`src/rtl/core/wrfd_pkg.sv`:
```
// Shared types, codes and BCD helper functions for the weather record field decoder.
// No dependencies; imported by every module in rtl/core.
`timescale 1ns / 1ps
package wrfd_pkg;

  // result queue sizing
  localparam int QueueDepth = 4;
  localparam int QPtrW      = $clog2(QueueDepth);
  localparam int QCntW      = $clog2(QueueDepth + 1);

  // record positions that produce results
  localparam logic [4:0] PosUv    = 5'd19;
  localparam logic [4:0] PosPress = 5'd21;
  localparam logic [4:0] PosStorm = 5'd22;
  localparam logic [4:0] PosChill = 5'd24;
  localparam logic [4:0] PosGust  = 5'd26;
  localparam logic [4:0] PosSpeed = 5'd28;
  localparam logic [4:0] PosDir   = 5'd29;
  localparam logic [4:0] PosRain  = 5'd31;

  // special byte patterns
  localparam logic [7:0] PatNoUvHi   = 8'hAA;
  localparam logic [7:0] PatNoUvLo   = 8'h0A;
  localparam logic [7:0] PatInvLo    = 8'hAA;
  localparam logic [7:0] PatInvHi    = 8'h8A;
  localparam logic [7:0] PatLinkLo   = 8'hBB;
  localparam logic [7:0] PatLinkHi   = 8'h8B;
  localparam logic [7:0] PatErrLo    = 8'hEE;
  localparam logic [7:0] PatErrHi    = 8'h8E;
  localparam logic [3:0] NibNoLinkB  = 4'hB;
  localparam logic [3:0] NibNoLinkC  = 4'hC;
  localparam logic [3:0] NibAbsent   = 4'hF;

  // mph tenths to m/s hundredths: (t * WindScale) >> WindShift
  localparam logic [25:0] WindScale = 26'd18311;
  localparam int          WindShift = 12;

  typedef enum logic [3:0] {
    Q_TEMP     = 4'd0,
    Q_HUMID    = 4'd1,
    Q_UV       = 4'd2,
    Q_PRESS    = 4'd3,
    Q_STORM    = 4'd4,
    Q_FORECAST = 4'd5,
    Q_CHILL    = 4'd6,
    Q_GUST     = 4'd7,
    Q_SPEED    = 4'd8,
    Q_DIR      = 4'd9,
    Q_RAIN     = 4'd10
  } quantity_t;

  typedef enum logic [2:0] {
    ST_OK      = 3'd0,
    ST_INVALID = 3'd1,
    ST_NOLINK  = 3'd2,
    ST_ERROR   = 3'd3,
    ST_UNKNOWN = 3'd4
  } status_t;

  typedef struct packed {
    quantity_t          quantity;
    logic [2:0]         channel;
    logic signed [16:0] value;
    status_t            status;
    logic               last;
  } result_t;

  typedef struct packed {
    result_t    first;
    result_t    second;
    logic [1:0] count;
    logic       gust_we;
    logic       speed_we;
    status_t    wind_status;
  } decode_out_t;

  // both nibbles widened first; non-BCD input reaches 165 at most
  function automatic logic [7:0] bcd_val(input logic [7:0] b);
    bcd_val = ({4'd0, b[7:4]} * 8'd10) + {4'd0, b[3:0]};
  endfunction

  function automatic logic not_bcd(input logic [7:0] b);
    not_bcd = (b[7:4] > 4'd9) || (b[3:0] > 4'd9);
  endfunction

  // signed hundredths from a BCD low byte and a sign/flag/tens byte
  function automatic logic signed [16:0] signed_hundredths(input logic [7:0] lo,
                                                           input logic [7:0] hi);
    logic [16:0] mag;
    mag = 17'({9'd0, bcd_val(lo)} * 17'd10) + 17'({13'd0, hi[3:0]} * 17'd1000)
          + (hi[5] ? 17'd5 : 17'd0);
    signed_hundredths = hi[7] ? $signed(mag) : -$signed(mag);
  endfunction

endpackage

```
`src/rtl/core/wrfd_decode.sv`:
```
// Combinational field decoder: one record byte plus held context in, up to two results out.
// Depends on wrfd_pkg.
`timescale 1ns / 1ps
module wrfd_decode (
  input  logic [4:0]            pos,
  input  logic [7:0]            cur_byte,
  input  logic [7:0]            older_byte,
  input  logic [7:0]            newer_byte,
  input  wrfd_pkg::status_t     gust_status,
  input  wrfd_pkg::status_t     speed_status,
  output wrfd_pkg::decode_out_t dec
);
  import wrfd_pkg::*;

  logic [2:0]         ch;
  status_t            ts, hs, uv_st, chill_st, wind_st;
  logic signed [16:0] tv, hv, uv_v, chill_v, wind_v;
  logic [11:0]        wind_t;
  logic [25:0]        wind_p;

  always_comb begin
    case (pos)
      5'd5:    ch = 3'd1;
      5'd8:    ch = 3'd2;
      5'd11:   ch = 3'd3;
      5'd14:   ch = 3'd4;
      5'd17:   ch = 3'd5;
      default: ch = 3'd0;
    endcase
  end

  // temperature / humidity pair
  always_comb begin
    ts = ST_OK;
    if (older_byte[3:0] > 4'd9) begin
      ts = (older_byte[3:0] == NibNoLinkC || older_byte[3:0] == NibNoLinkB) ?
           ST_NOLINK : ST_INVALID;
    end
    if (!newer_byte[6] && ch != 3'd0) ts = ST_NOLINK;
    tv = (ts == ST_OK) ? signed_hundredths(older_byte, newer_byte) : 17'sd0;
    hv = 17'sd0;
    if (ts == ST_NOLINK) hs = ST_NOLINK;
    else if (cur_byte[3:0] > 4'd9) hs = ST_ERROR;
    else begin
      hs = ST_OK;
      hv = $signed({9'd0, bcd_val(cur_byte)});
    end
  end

  // UV
  always_comb begin
    uv_v = 17'sd0;
    if (newer_byte == PatNoUvHi && cur_byte == PatNoUvLo) uv_st = ST_ERROR;
    else if (bcd_val(newer_byte) > 8'd99 || bcd_val(cur_byte) > 8'd99) uv_st = ST_INVALID;
    else begin
      uv_st = ST_OK;
      uv_v  = $signed(17'(newer_byte[3:0]) + 17'({13'd0, newer_byte[7:4]} * 17'd100)
                      + 17'({13'd0, cur_byte[3:0]} * 17'd100));
    end
  end

  // windchill
  always_comb begin
    chill_st = ST_OK;
    if (not_bcd(newer_byte)) begin
      if (newer_byte == PatInvLo && cur_byte == PatInvHi) chill_st = ST_INVALID;
      else if (newer_byte == PatLinkLo && cur_byte == PatLinkHi) chill_st = ST_NOLINK;
      else if (newer_byte == PatErrLo && cur_byte == PatErrHi) chill_st = ST_ERROR;
      else chill_st = ST_UNKNOWN;
    end
    if (!cur_byte[6]) chill_st = ST_NOLINK;
    chill_v = (chill_st == ST_OK) ? signed_hundredths(newer_byte, cur_byte) : 17'sd0;
  end

  // gust / speed share one converter
  always_comb begin
    wind_t = 12'(bcd_val(newer_byte)) + 12'({8'd0, cur_byte[3:0]} * 12'd100)
             + (cur_byte[4] ? 12'd1000 : 12'd0);
    wind_p = 26'(wind_t) * WindScale;
    wind_v = 17'sd0;
    if (not_bcd(newer_byte)) begin
      if (newer_byte == PatLinkLo && cur_byte == PatLinkHi) wind_st = ST_NOLINK;
      else if (newer_byte == PatErrLo && cur_byte == PatErrHi) wind_st = ST_ERROR;
      else wind_st = ST_UNKNOWN;
    end else begin
      wind_st = ST_OK;
      wind_v  = $signed({3'd0, wind_p[25:WindShift]});
    end
  end

  always_comb begin
    dec             = '0;
    dec.wind_status = wind_st;
    unique case (pos) inside
      5'd2, 5'd5, 5'd8, 5'd11, 5'd14, 5'd17: begin
        dec.first  = '{quantity: Q_TEMP, channel: ch, value: tv, status: ts, last: 1'b0};
        dec.second = '{quantity: Q_HUMID, channel: ch, value: hv, status: hs, last: 1'b1};
        dec.count  = 2'd2;
      end
      PosUv: begin
        dec.first = '{quantity: Q_UV, channel: 3'd0, value: uv_v, status: uv_st, last: 1'b1};
        dec.count = 2'd1;
      end
      PosPress: begin
        dec.first.quantity = Q_PRESS;
        dec.first.last     = 1'b1;
        if (cur_byte[7:4] == NibAbsent) dec.first.status = ST_INVALID;
        else dec.first.value = $signed({1'b0, cur_byte, newer_byte});
        dec.count = 2'd1;
      end
      PosStorm: begin
        dec.first.quantity  = Q_STORM;
        dec.second.quantity = Q_FORECAST;
        dec.second.last     = 1'b1;
        if (cur_byte[3:0] == NibAbsent) begin
          dec.first.status  = ST_INVALID;
          dec.second.status = ST_INVALID;
        end else begin
          dec.first.value  = $signed({16'd0, cur_byte[3]});
          dec.second.value = $signed({14'd0, cur_byte[2:0]});
        end
        dec.count = 2'd2;
      end
      PosChill: begin
        dec.first = '{quantity: Q_CHILL, channel: 3'd0, value: chill_v, status: chill_st,
                      last: 1'b1};
        dec.count = 2'd1;
      end
      PosGust: begin
        dec.first = '{quantity: Q_GUST, channel: 3'd0, value: wind_v, status: wind_st,
                      last: 1'b1};
        dec.gust_we = 1'b1;
        dec.count   = 2'd1;
      end
      PosSpeed: begin
        dec.first = '{quantity: Q_SPEED, channel: 3'd0, value: wind_v, status: wind_st,
                      last: 1'b1};
        dec.speed_we = 1'b1;
        dec.count    = 2'd1;
      end
      PosDir: begin
        dec.first.quantity = Q_DIR;
        dec.first.last     = 1'b1;
        if (gust_status >= ST_ERROR || speed_status >= ST_ERROR) dec.first.status = ST_ERROR;
        else dec.first.value = $signed({13'd0, cur_byte[3:0]});
        dec.count = 2'd1;
      end
      PosRain: begin
        dec.first.quantity = Q_RAIN;
        dec.first.last     = 1'b1;
        dec.first.value    = $signed({1'b0, cur_byte, newer_byte});
        dec.count          = 2'd1;
      end
      default: dec.count = 2'd0;
    endcase
  end

endmodule

```
`src/rtl/core/wrfd_result_queue.sv`:
```
// Small result queue: takes zero to two results per cycle, hands out one.
// Depends on wrfd_pkg.
`timescale 1ns / 1ps
module wrfd_result_queue (
  input  logic                        clk,
  input  logic                        rst,
  input  logic [1:0]                  push_n,
  input  wrfd_pkg::result_t           push_a,
  input  wrfd_pkg::result_t           push_b,
  input  logic                        pop,
  output wrfd_pkg::result_t           head,
  output logic [wrfd_pkg::QCntW-1:0]  count
);
  import wrfd_pkg::*;

  result_t          mem [QueueDepth];
  logic [QPtrW-1:0] wr_ptr, rd_ptr;
  logic [QPtrW-1:0] wr_ptr_b;

  assign wr_ptr_b = wr_ptr + QPtrW'(1);
  assign head     = mem[rd_ptr];

  always_ff @(posedge clk) begin
    if (rst) begin
      wr_ptr <= '0;
      rd_ptr <= '0;
      count  <= '0;
    end else begin
      wr_ptr <= wr_ptr + QPtrW'(push_n);
      rd_ptr <= rd_ptr + QPtrW'(pop);
      count  <= count + QCntW'(push_n) - QCntW'(pop);
    end
  end

  always_ff @(posedge clk) begin
    if (push_n != 2'd0) mem[wr_ptr] <= push_a;
    if (push_n == 2'd2) mem[wr_ptr_b] <= push_b;
  end

endmodule

```
`src/rtl/core/weather_record_field_decoder_unit.sv`:
```
// Top level of the weather record field decoder: input register, record state, queue.
// Depends on wrfd_pkg, wrfd_decode and wrfd_result_queue.
`timescale 1ns / 1ps
// A 32-byte packed-BCD weather record enters one byte per item on the input
// channel; start_of_record forces the byte to record position 0, otherwise the
// position counts up and wraps after 31. Bytes that close a field produce one
// or two result items (temperature then humidity for each of six channels,
// storm then forecast) carrying quantity, channel, value, status and a
// last_of_step mark on the final item of that byte; other bytes produce none.
// Each byte is held in the input register, decoded combinationally and written
// into a 4-entry result queue once it has room for two results; the first
// result is presented at the queue head as soon as that write is done.
// Input bytes are taken one per cycle while the queue has room for
// two results; the sustained rate is therefore one byte per cycle while the
// receiver holds out_ready high, limited only by the single output port, which moves
// one result item per cycle (a two-result byte uses it for each of its results).
module weather_record_field_decoder_unit (
  input  logic        clk,
  input  logic        rst,
  input  logic        in_valid,
  output logic        in_ready,
  input  logic [7:0]  record_byte,
  input  logic        start_of_record,
  output logic        out_valid,
  input  logic        out_ready,
  output logic [3:0]  quantity,
  output logic [2:0]  channel,
  output logic signed [16:0] value,
  output logic [2:0]  status,
  output logic        last_of_step
);
  import wrfd_pkg::*;

  // input register
  logic       s1_valid;
  logic [7:0] s1_byte;
  logic       s1_start;
  logic       s1_adv;

  // record context
  logic [4:0] position;
  logic [7:0] older_byte;
  logic [7:0] newer_byte;
  status_t    gust_status;
  status_t    speed_status;
  logic [4:0] pos_eff;

  decode_out_t      dec;
  result_t          head;
  logic [QCntW-1:0] q_count;
  logic [1:0]       push_n;
  logic             pop;

  // room for a worst-case byte (two results) regardless of a pop this cycle
  assign s1_adv   = s1_valid && (q_count <= QCntW'(QueueDepth - 2));
  assign in_ready = !s1_valid || s1_adv;
  assign pos_eff  = s1_start ? 5'd0 : position;
  assign push_n   = s1_adv ? dec.count : 2'd0;
  assign pop      = out_valid && out_ready;

  always_ff @(posedge clk) begin
    if (rst) s1_valid <= 1'b0;
    else if (in_ready) s1_valid <= in_valid;
  end

  always_ff @(posedge clk) begin
    if (in_valid && in_ready) begin
      s1_byte  <= record_byte;
      s1_start <= start_of_record;
    end
  end

  // record state moves only when the registered byte is decoded
  always_ff @(posedge clk) begin
    if (rst) begin
      position     <= '0;
      older_byte   <= '0;
      newer_byte   <= '0;
      gust_status  <= ST_OK;
      speed_status <= ST_OK;
    end else if (s1_adv) begin
      position   <= pos_eff + 5'd1;
      older_byte <= newer_byte;
      newer_byte <= s1_byte;
      if (dec.gust_we) gust_status <= dec.wind_status;
      if (dec.speed_we) speed_status <= dec.wind_status;
    end
  end

  wrfd_decode u_decode (
    .pos          (pos_eff),
    .cur_byte     (s1_byte),
    .older_byte   (older_byte),
    .newer_byte   (newer_byte),
    .gust_status  (gust_status),
    .speed_status (speed_status),
    .dec          (dec)
  );

  wrfd_result_queue u_queue (
    .clk    (clk),
    .rst    (rst),
    .push_n (push_n),
    .push_a (dec.first),
    .push_b (dec.second),
    .pop    (pop),
    .head   (head),
    .count  (q_count)
  );

  assign out_valid    = (q_count != '0);
  assign quantity     = head.quantity;
  assign channel      = head.channel;
  assign value        = head.value;
  assign status       = head.status;
  assign last_of_step = head.last;

  // queue never overfills
  a_queue_bound: assert property (@(posedge clk) disable iff (rst)
    q_count <= QCntW'(QueueDepth))
    else $error("result queue over capacity");

  // position steps by one from the effective position of each decoded byte
  a_pos_step: assert property (@(posedge clk) disable iff (rst)
    s1_adv |=> position == 5'($past(pos_eff) + 5'd1))
    else $error("record position did not advance");

  // a two-result byte marks only its second result as last
  a_pair_last: assert property (@(posedge clk) disable iff (rst)
    (s1_adv && dec.count == 2'd2) |-> (!dec.first.last && dec.second.last))
    else $error("last_of_step misplaced in result pair");

  // an error result carries a zero value
  a_err_zero: assert property (@(posedge clk) disable iff (rst)
    (out_valid && status != ST_OK) |-> value == 17'sd0)
    else $error("nonzero value with error status");

endmodule

```
`config.mk`:
```
export PLATFORM = sky130hd
export DESIGN_NAME = weather_record_field_decoder_unit
export DESIGN_NICKNAME = d
export VERILOG_FILES = /design/src/rtl/core/wrfd_pkg.sv /design/src/rtl/core/wrfd_decode.sv /design/src/rtl/core/wrfd_result_queue.sv /design/src/rtl/core/weather_record_field_decoder_unit.sv
export SDC_FILE = /design/constraint.sdc
export NUM_CORES = 1
export LEC_CHECK = 0
export BUFFER_PORTS_ARGS = -buffer_cell sky130_fd_sc_hd__buf_2
export CAP_MARGIN = 15
export CORE_MARGIN = 2
export CORE_UTILIZATION = 50
export CTS_CLUSTER_DIAMETER = 120
export CTS_CLUSTER_SIZE = 12
export DETAILED_ROUTE_END_ITERATION = 8
export PLACE_DENSITY = 0.66
export SYNTH_ARGS = -nofsm -noshare
export SYNTH_HDL_FRONTEND = slang
export SYNTH_SLANG_ARGS = --single-unit
```
`constraint.sdc`:
```
create_clock -name clk -period 10.3 [get_ports clk]
set_input_delay 2.575 -clock clk [delete_from_list [all_inputs] [get_ports clk]]
set_output_delay 2.575 -clock clk [all_outputs]
set_load 0.01 [all_outputs]
```
* After elaboration in Yosys (flattened, before gate mapping)
Memory sizes are Yosys's and may differ from the RTL's. A register that Yosys moved wholly into a read port is not among the register bits.
Cells that the tools add are included.
** Word-level totals
- Register bits :: 44
- Bits in writable memories :: 112
- Bits of input ports :: 13
- Output and inout port bits :: 30
- Word-level logic and storage cells :: 154
- Memories kept :: 1
** Cells by class
- Add/subtract/negate cells :: 19
- Multipliers :: 11
- $lt $le $gt $ge :: 9
- Equal/unequal tests :: 27
- Mux-type cells :: 50
- Reductions and logical operators :: 26
** Memory list
- u_queue.mem :: depth 4, width 28, rd ports 1, clocked after Yosys merged registers in 1, write ports 2, line wrfd_result_queue.sv:16 : result_t mem [QueueDepth];
** Operators by type and width (number)
- 17-bit case mux with 8 select lines :: 1
- 17-bit two-way mux :: 6
- 8-bit equality test, second input constant :: 6
- 5-bit equality test, second input constant :: 9
- 21-bit case mux with 2 select lines :: 1
- 3-bit two-way mux :: 12
- 17-bit adder :: 2
- 17-bit negation :: 2
- 4-bit case mux with 8 select lines :: 1
- 12-bit by 14-bit adder with 15-bit output :: 2
- 4-bit by 5-bit multiplier with 9-bit output, second input constant :: 3
- 12-bit by 15-bit multiplier with 26-bit output, second input constant :: 1
- 8-bit by 4-bit adder with 8-bit output :: 3
- 4-bit by 7-bit multiplier with 11-bit output, second input constant :: 2
- 8-bit by 3-bit multiplier with 11-bit output, second input constant :: 2
- 4-bit by 3-bit multiplier with 7-bit output, second input constant :: 3
- 3-bit case mux with 7 select lines :: 1
- 17-bit by 11-bit adder with 17-bit output :: 1
- 4-bit equality test, second input constant :: 4
- 4-bit greater-than comparator, second input constant :: 4
- 8-bit by 7-bit greater-than comparator with 1-bit output, second input constant :: 2
- 16-bit two-way mux :: 1
- 8-bit two-way mux :: 2
- 5-bit by 4-bit equality test with 1-bit output, second input constant :: 3
- other kinds (35) :: 68

* Logic depth before layout (Yosys ltp)
Gate-level depths: netlist of the first run.
- Depth in word-level cells :: 10
- Mapped depth :: 36
- Depth with buffers taken out :: 36

* Modules after synthesis
From an unflattened synthesis of the first run, not the netlist that was laid out.
** Second synthesis, totals
- Cells, all modules :: 1645
- Area, all modules :: 16868.7 um^2
** By module, submodules not included
- wrfd_decode :: instances 1, cells each 1184, area each 9494.1 um^2, seq. area each 0.0 um^2
- wrfd_result_queue :: instances 1, cells each 310, area each 5988.2 um^2, seq. area each 3503.4 um^2
- weather_record_field_decoder_unit :: instances 1, cells each 151, area each 1386.3 um^2, seq. area each 830.8 um^2

* Worst setup path after synthesis of the first run
Ideal clock, no wire load.
- Path kind :: reg2reg
- Start :: register newer_byte[5]
- End :: memory u_queue.mem[1][10] (netlist bit) (data pin)
- Setup time :: 266 ps
- Arrival time :: 8828 ps
- Data required time :: 10034 ps
- Path slack :: 1206 ps
- Cell stages (with the launch flop) :: 33
- Path buffers :: 0
- Clock period less this slack :: 9094 ps
- Cells stage by stage :: dfxtp_1 -> ha_1 -> ha_1 -> fa_1 -> nand2_1 -> o21bai_1 -> mux2_2 -> a22oi_1 -> fa_1 -> inv_1 -> ha_1 -> nor2b_1 -> o21a_1 -> o41ai_1 -> xnor2_1 -> ha_1 -> ha_1 -> inv_1 -> fa_1 -> fa_1 -> fa_1 -> inv_1 -> ha_1 -> and3_1 -> a221o_1 -> o21ai_0 -> a21boi_0 -> o21a_1 -> o41ai_1 -> o21ba_2 -> xnor2_1 -> a21oi_1 -> o21ai_0
** RTL lines
- start, declared :: line weather_record_field_decoder_unit.sv:43 : logic [7:0] newer_byte;
- start signal, assigned :: line weather_record_field_decoder_unit.sv:84 : newer_byte <= s1_byte;
- end, declared :: line wrfd_result_queue.sv:16

==> results of run 1 <==
==> sequential cells by signal (all words and copies together), names as in the netlist <==
signal and count:
s1_start 1, u_queue.count 3, newer_byte 8, u_queue.rd_ptr 2, s1_byte 8, older_byte 8, gust_status 3, position 5
u_queue.wr_ptr 2, u_queue.mem 112, s1_valid 1, speed_status 3
==> through the flow <==
step,hold WS (ns),cell area (µm²),utilization,setup slack [ns]
finish,0.456,18600,0.554,0.782
global route,0.481,18600,0.554,0.175
detailed placement,0.440,17900,0.532,0.488
floorplan,0.420,17200,-,1.21
CTS,0.455,18600,0.552,0.421
global placement,0.430,17900,0.532,0.824
==> cells by family after synthesis <==
kind of cell,after synthesis,synth area share
xor gates and xnor gates,120,0.0622
DFF,156,0.225
AOI/OAI and AO/OA,456,0.186
muxes,54,0.0527
and+or+nand+nor,532,0.158
adders and majority gates,308,0.257
buffers and inverters,269,0.0600
==> per-layer routing <==
layer | routed length [µm] | track usage | up-vias
met1 | 21400 | 0.371 | 7094
met4 | 1420 | 0.0844 | 0
li1 | - | - | 6872
met3 | 3210 | 0.0387 | 89
met5 | 0 | 0 | -
met2 | 23100 | 0.464 | 489
==> worst max path at each step <==
stage / startpoint / to / slack, ns / depth (start not counted)
floorplan: newer_byte[5] / u_queue.mem[1][10] / 1.21 / 32
finish: newer_byte[4] / u_queue.mem[3][16] / 0.78 / 34
CTS: newer_byte[4] / u_queue.mem[3][16] / 0.42 / 35
global placement: newer_byte[4] / u_queue.mem[3][16] / 0.82 / 35
detailed placement: newer_byte[4] / u_queue.mem[3][16] / 0.49 / 33
global route: newer_byte[4] / u_queue.mem[3][10] / 0.18 / 36
==> cell usage in the layout, fill, tap and decap left out, types with 36 or more instances in the layout <==
master,n
sky130_fd_sc_hd__dfxtp_1,82
sky130_fd_sc_hd__edfxtp_1,73
sky130_fd_sc_hd__o21ai_0,91
sky130_fd_sc_hd__xnor2_1,82
sky130_fd_sc_hd__nor2_1,133
sky130_fd_sc_hd__fa_1,74
sky130_fd_sc_hd__nand2_1,144
sky130_fd_sc_hd__buf_2,43
sky130_fd_sc_hd__inv_1,204
sky130_fd_sc_hd__nor2b_1,39
sky130_fd_sc_hd__xor2_1,36
sky130_fd_sc_hd__ha_1,234
sky130_fd_sc_hd__nand3_1,38
sky130_fd_sc_hd__a21oi_1,102
==> cell type report <==
type | instances | share of cell area
multi-input cells | 1470 | 0.660
flip-flops and latches | 156 | 0.207
inverters | 204 | 0.0411
well taps | 448 | 0.0301
repair buffers | 72 | 0.0243
clock buffers | 17 | 0.0229
clock inverters | 15 | 0.0147
==> worst reg2reg max path: cells and delay by family (launching register included) <==
| kind | cells | cell delay [ns] |
|---|---|---|
| buf+inv | 4 | 0.34 |
| compound gates | 13 | 3.07 |
| simple gates | 2 | 0.28 |
| xor+xnor | 2 | 0.55 |
| fa+ha+maj | 11 | 4.22 |
| mux | 2 | 0.49 |
| flops | 1 | 0.43 |
==> impl_summary.txt, run 1 <==
----------------------------------------------------
[GRT]
  GR Overflow Total ... 0
  Maximum number of pins on one net before global-route repair ... 36
  Via count of the first global-routing pass ... ~14000
  First-pass GRT wire length ... about 78000 µm
  Gr usage total ... 0.277
  Antenna violations before repair ... 0

[Synth]
  Number of enable flip-flop cells after synthesis ... 73
  Number of unique standard cell types used by synthesis ... approximately 100
  Synth top cells by count ... sky130_fd_sc_hd__ha_1 (234), sky130_fd_sc_hd__inv_1 (204), sky130_fd_sc_hd__nand2_1 (144)
  Most common cell in the netlist ... sky130_fd_sc_hd__ha_1
  Most used flip-flop cell after synthesis ... sky130_fd_sc_hd__dfxtp_1
  Seq cells post-synth ... 156
  Sequential share of the synthesized area ... 0.225
  Post-synthesis async set-or-reset flop share ... 0
  Syn nets ... about 2200
  Mapped Area ... 17200 µm²
  Cell count after synthesis ... roughly 1900
  Synth top area share ... 0.171
  Leading cell types by total area after synthesis ... sky130_fd_sc_hd__ha_1 (17%), sky130_fd_sc_hd__edfxtp_1 (13%), sky130_fd_sc_hd__dfxtp_1 (9.7%)
  Cell taking the most area after synthesis ... sky130_fd_sc_hd__ha_1
  Synth warnings ... 0
  Mean post-synth cell area ... 9.05 µm²

[Detailed routing]
  Via density ... 6.11
  Detail-routed net length per standard cell ... around 20 µm
  First-pass detailed-route iteration total ... 6
  Vias after detailed routing ... around 15000
  Violation count after the first detailed-routing iteration ... ~1200
  WL final ... around 50000 µm
  DRC violations left ... 0
  Count of antenna-violating nets left after detailed routing ... 0

[Critical path]
  Reg2Reg Setup Slack ... slightly below 0.8 ns
  Crit end category ... flip-flop
  Endpoint arrival time on the critical path ... approximately 9.8 ns
  Startpoint of the worst-slack reg-to-reg timing path ... newer_byte[4]
  Largest driver fanout on the critical path ... 10
  Number of cells on the worst reg-to-reg path ... 34
  Setup crit start kind ... flip-flop
  Top Family by Delay on Critical Path ... adder cells
  R2r endpoint ... u_queue.mem[3][16]
  Stage delay of the slowest cell on the critical path ... between 0.5 and 0.6 ns
  Most used cell along the critical path ... sky130_fd_sc_hd__ha_1
  Bufs and invs on worst path ... 4
  Required time of the worst setup path ... between 10 and 15 ns
  Slowest CP cell ... sky130_fd_sc_hd__fa_1
  Worst Path Class, Setup ... flip-flop to flip-flop

[Timing]
  Max-slew violation count ... 0
  Time the worst path needs with I/O delays and setup ... 9.52 ns
  Actual transition at the worst max-transition pin ... 1.12 ns
  Max Clock Freq ... about 110 MHz
  Final-layout setup total negative slack ... 0 ns
  Setup repair after global routing missed its margin ... false
  Number of endpoints with negative hold slack in the final report ... 0
  Final worst-path cycle share ... 0.924
  Worst-case clock skew ... between 0.015 and 0.02 ns
  Setup-failing EPs final ... 0
  Max transition margin ... 0.245

[Placement]
  Routability congestion estimate ... approximately 0.96
  Total of buffers placed on input and output ports ... 42
  HPWL Detailed ... between 30000 and 40000 µm
  Placed instance count ... between 2000 and 2500

[Clock network]
  Insertion delay of the later-clocked pin in the worst-skew pair ... around 0.45 ns
  Hold Buf Count CTS ... 0
  CTS tree ... yes
  Number of H-tree branching levels ... 4
  Post CTS Setup Buffer Count ... 0
  Clock transition at the register clock pins on the worst setup and hold paths after CTS ... ~0.08 ns
  Inserted Clock Buffers ... 17
  Clock Tree Buf Depth ... 2
  CTS Root Cell ... sky130_fd_sc_hd__clkbuf_16
  Clock sink total ... about 160
  Cells resized by post-CTS repair ... 0

[Final layout]
  Area of the multi-input gates ... 12300 µm²
  Number of nets in the layout ... 2242
  Sequential cell area ... between 3000 and 4000 µm²
  Synth-to-Final Area Change ... 8.51%
  Antenna diode count ... 0
  Fraction of final layout cells with drive strength greater than 1 ... 0.0946
  FILL cells ... around 3000
  Post-route non-filler standard cell count ... ~2400

[Floorplan]
  Floorplan core area ... about 34000 µm²
  Count of pins on the block boundary ... 43
  Initial cell density of the core ... 0.510
  Height of the die ... 189 µm
  Rows ... 67
  Die X ... around 190 µm
  Die Footprint ... ~36000 µm²

[Min path]
  Critical hold path startpoint ... u_queue.mem[2][16]
  Worst min-delay path endpoint ... u_queue.mem[2][16]
  Hold-critical path depth ... 2
  Class of the tightest hold or removal check ... flip-flop to flip-flop

[Flow run]
  Max Cap Violations ... 0

[Outcome]
  Status ... finished, final reports clean

----------------------------------------------------
Power of run 1 is not shown: default switching activity piles up to over one toggle a cycle in this logic, so the estimate is an artifact.
==> run 2: changes to the inputs <==
Settings changed: CTS_BUF_LIST set to sky130_fd_sc_hd__clkbuf_8, GPL_TIMING_DRIVEN set to 0.
==> impl_summary.txt, run 2 (synthesis results as in run 1) <==
----------------------------------------------------
[Flow run]
  Max Cap Violations ... 0

[Min path]
  Hold-critical path depth ... 2
  Class of the tightest hold or removal check ... flip-flop to flip-flop
  Critical hold path startpoint ... u_queue.mem[3][27]
  Worst min-delay path endpoint ... u_queue.mem[3][27]

[Critical path]
  R2r endpoint ... u_queue.mem[2][16]
  Number of cells on the worst reg-to-reg path ... 35
  Startpoint of the worst-slack reg-to-reg timing path ... newer_byte[7]
  Required time of the worst setup path ... roughly 11 ns
  Worst setup path startpoint ... newer_byte[7]
  Worst Path Class, Setup ... flip-flop to flip-flop
  Top Family by Delay on Critical Path ... adder cells
  Crit end category ... flip-flop
  Bufs and invs on worst path ... 5
  Setup crit start kind ... flip-flop
  Largest driver fanout on the critical path ... 8
  Reg2Reg Setup Slack ... 0.58 ns
  Most used cell along the critical path ... sky130_fd_sc_hd__ha_1
  Stage delay of the slowest cell on the critical path ... roughly 0.6 ns
  Slowest CP cell ... sky130_fd_sc_hd__fa_1
  Endpoint arrival time on the critical path ... about 10 ns

[Outcome]
  Failing checks ... DRC
  Status ... complete, but fails checks

[Detailed routing]
  Count of antenna-violating nets left after detailed routing ... 0
  Vias after detailed routing ... roughly 15000
  Violation count after the first detailed-routing iteration ... about 1200
  Detail-routed net length per standard cell ... slightly above 20 µm
  Via density ... ~6.0
  DRC violations left ... 8
  First-pass detailed-route iteration total ... 9
  WL final ... approximately 49000 µm

[Floorplan]
  Die Footprint ... 35800 µm²
  Count of pins on the block boundary ... 43
  Height of the die ... between 150 and 200 µm
  Initial cell density of the core ... 0.510
  Floorplan core area ... roughly 34000 µm²
  Die X ... about 190 µm
  Rows ... 67

[Clock network]
  Clock sink total ... around 160
  Insertion delay of the later-clocked pin in the worst-skew pair ... about 0.47 ns
  Clock transition at the register clock pins on the worst setup and hold paths after CTS ... approximately 0.09 ns
  CTS Root Cell ... sky130_fd_sc_hd__clkbuf_8
  Hold Buf Count CTS ... 0
  Clock Tree Buf Depth ... 2
  CTS tree ... yes
  Inserted Clock Buffers ... 17
  Number of H-tree branching levels ... 4

[Timing]
  Max-slew violation count ... 0
  Worst-case clock skew ... 0.0169 ns
  Final worst slack ... ~0.58 ns
  Time the worst path needs with I/O delays and setup ... ~9.7 ns
  Number of endpoints with negative hold slack in the final report ... 0
  Max Clock Freq ... between 100 and 150 MHz
  Max transition margin ... 0.165
  Setup repair after global routing missed its margin ... false
  Setup-failing EPs final ... 0
  Actual transition at the worst max-transition pin ... about 1.2 ns
  Final worst-path cycle share ... 0.944

[Final layout]
  Synth-to-Final Area Change ... 7.69%
  Biggest register ... u_queue.mem
  Antenna diode count ... 0
  Number of nets in the layout ... around 2300
  Leading cell types in the layout, fill and taps excluded ... sky130_fd_sc_hd__ha_1 (234), sky130_fd_sc_hd__inv_1 (204), sky130_fd_sc_hd__nand2_1 (144), sky130_fd_sc_hd__nor2_1 (133), sky130_fd_sc_hd__a21oi_1 (102)
  Number of flip-flops under the largest register name ... between 100 and 150
  FILL cells ... 3070
  Fraction of final layout cells with drive strength greater than 1 ... 0.0890
  Most common cell after layout, fill and taps aside ... sky130_fd_sc_hd__ha_1

[Placement]
  Setup slack at placement ... -1.14 ns
  Routability congestion estimate ... 0.958
  HPWL Detailed ... approximately 39000 µm
  Total of buffers placed on input and output ports ... between 40 and 50

[GRT]
  GR Overflow Total ... 0
  Maximum number of pins on one net before global-route repair ... 17
  First-pass GRT wire length ... roughly 79000 µm
  Antenna violations before repair ... 0
  Via count of the first global-routing pass ... 14300
  Gr usage total ... 0.280

----------------------------------------------------
run 2: cell types whose count changed in the layout (fill, tap and decap cells not counted), moves of 4 or more:
cell	previous run	this run
sky130_fd_sc_hd__inv_8	6	2
sky130_fd_sc_hd__buf_4	28	11
sky130_fd_sc_hd__clkbuf_1	0	53
sky130_fd_sc_hd__bufinv_16	6	2
sky130_fd_sc_hd__clkbuf_8	0	19
sky130_fd_sc_hd__clkbuf_16	17	0
sky130_fd_sc_hd__buf_1	0	6
run 2: timing repair:
action	4_1_cts	5_1_grt
setup buffers	2	7
setup endpoints to repair	48	44
resized for setup	5	8
pin swaps	1	1
run 2: per-layer routing:
metal / global-route usage / wire length (µm)
met1: 0.380 / 21700
met2: 0.463 / 23000
met3: 0.0423 / 3210
met4: 0.0844 / 1470
met5: 0 / 0
run 2: metrics by stage:
stage               setup TNS, ns  hold WS [ns]  cells  cell area [µm²]   util
finish                          0         0.458   2426            18500  0.549
global placement           -14.16         0.431   2384            17900  0.533
floorplan                       0         0.420   1895            17200      -
global route                    0         0.487   2426            18500  0.549
detailed placement         -19.95         0.442   2385            17900  0.533
CTS                             0         0.463   2419            18400  0.547
run 2: worst max path at each step:
stage,endpoint,slack [ns],depth (start not counted)
final,u_queue.mem[2][16],0.58,35
after global routing,u_queue.mem[1][16],0.03,36
after CTS,u_queue.mem[3][14],0.08,34
after detailed placement,u_queue.mem[0][16],-1.14,32
after global placement,u_queue.mem[0][16],-0.91,32
after floorplan,u_queue.mem[1][10],1.21,32
run 2: worst min-delay path: cells and delay by family, from the launching register on:
kind / cells / cell delay, ns
AND/OR/NAND/NOR: 1 / 0.04
flip-flops: 1 / 0.33
AO/OA/AOI/OAI: 1 / 0.06
run 2: cell type report:
cell class | instances | area (µm²) | share of cell area
clock inverters | 13 | 154 | 0.00833
plain buffers | 65 | 263 | 0.0142
well taps | 448 | 561 | 0.0303
flip-flops and latches | 156 | 3860 | 0.209
inverters | 204 | 766 | 0.0415
repair buffers | 51 | 278 | 0.0150
multi-input cells | 1470 | 12300 | 0.667
clock buffers | 19 | 262 | 0.0142
Power of run 2 is left out for the same reason.
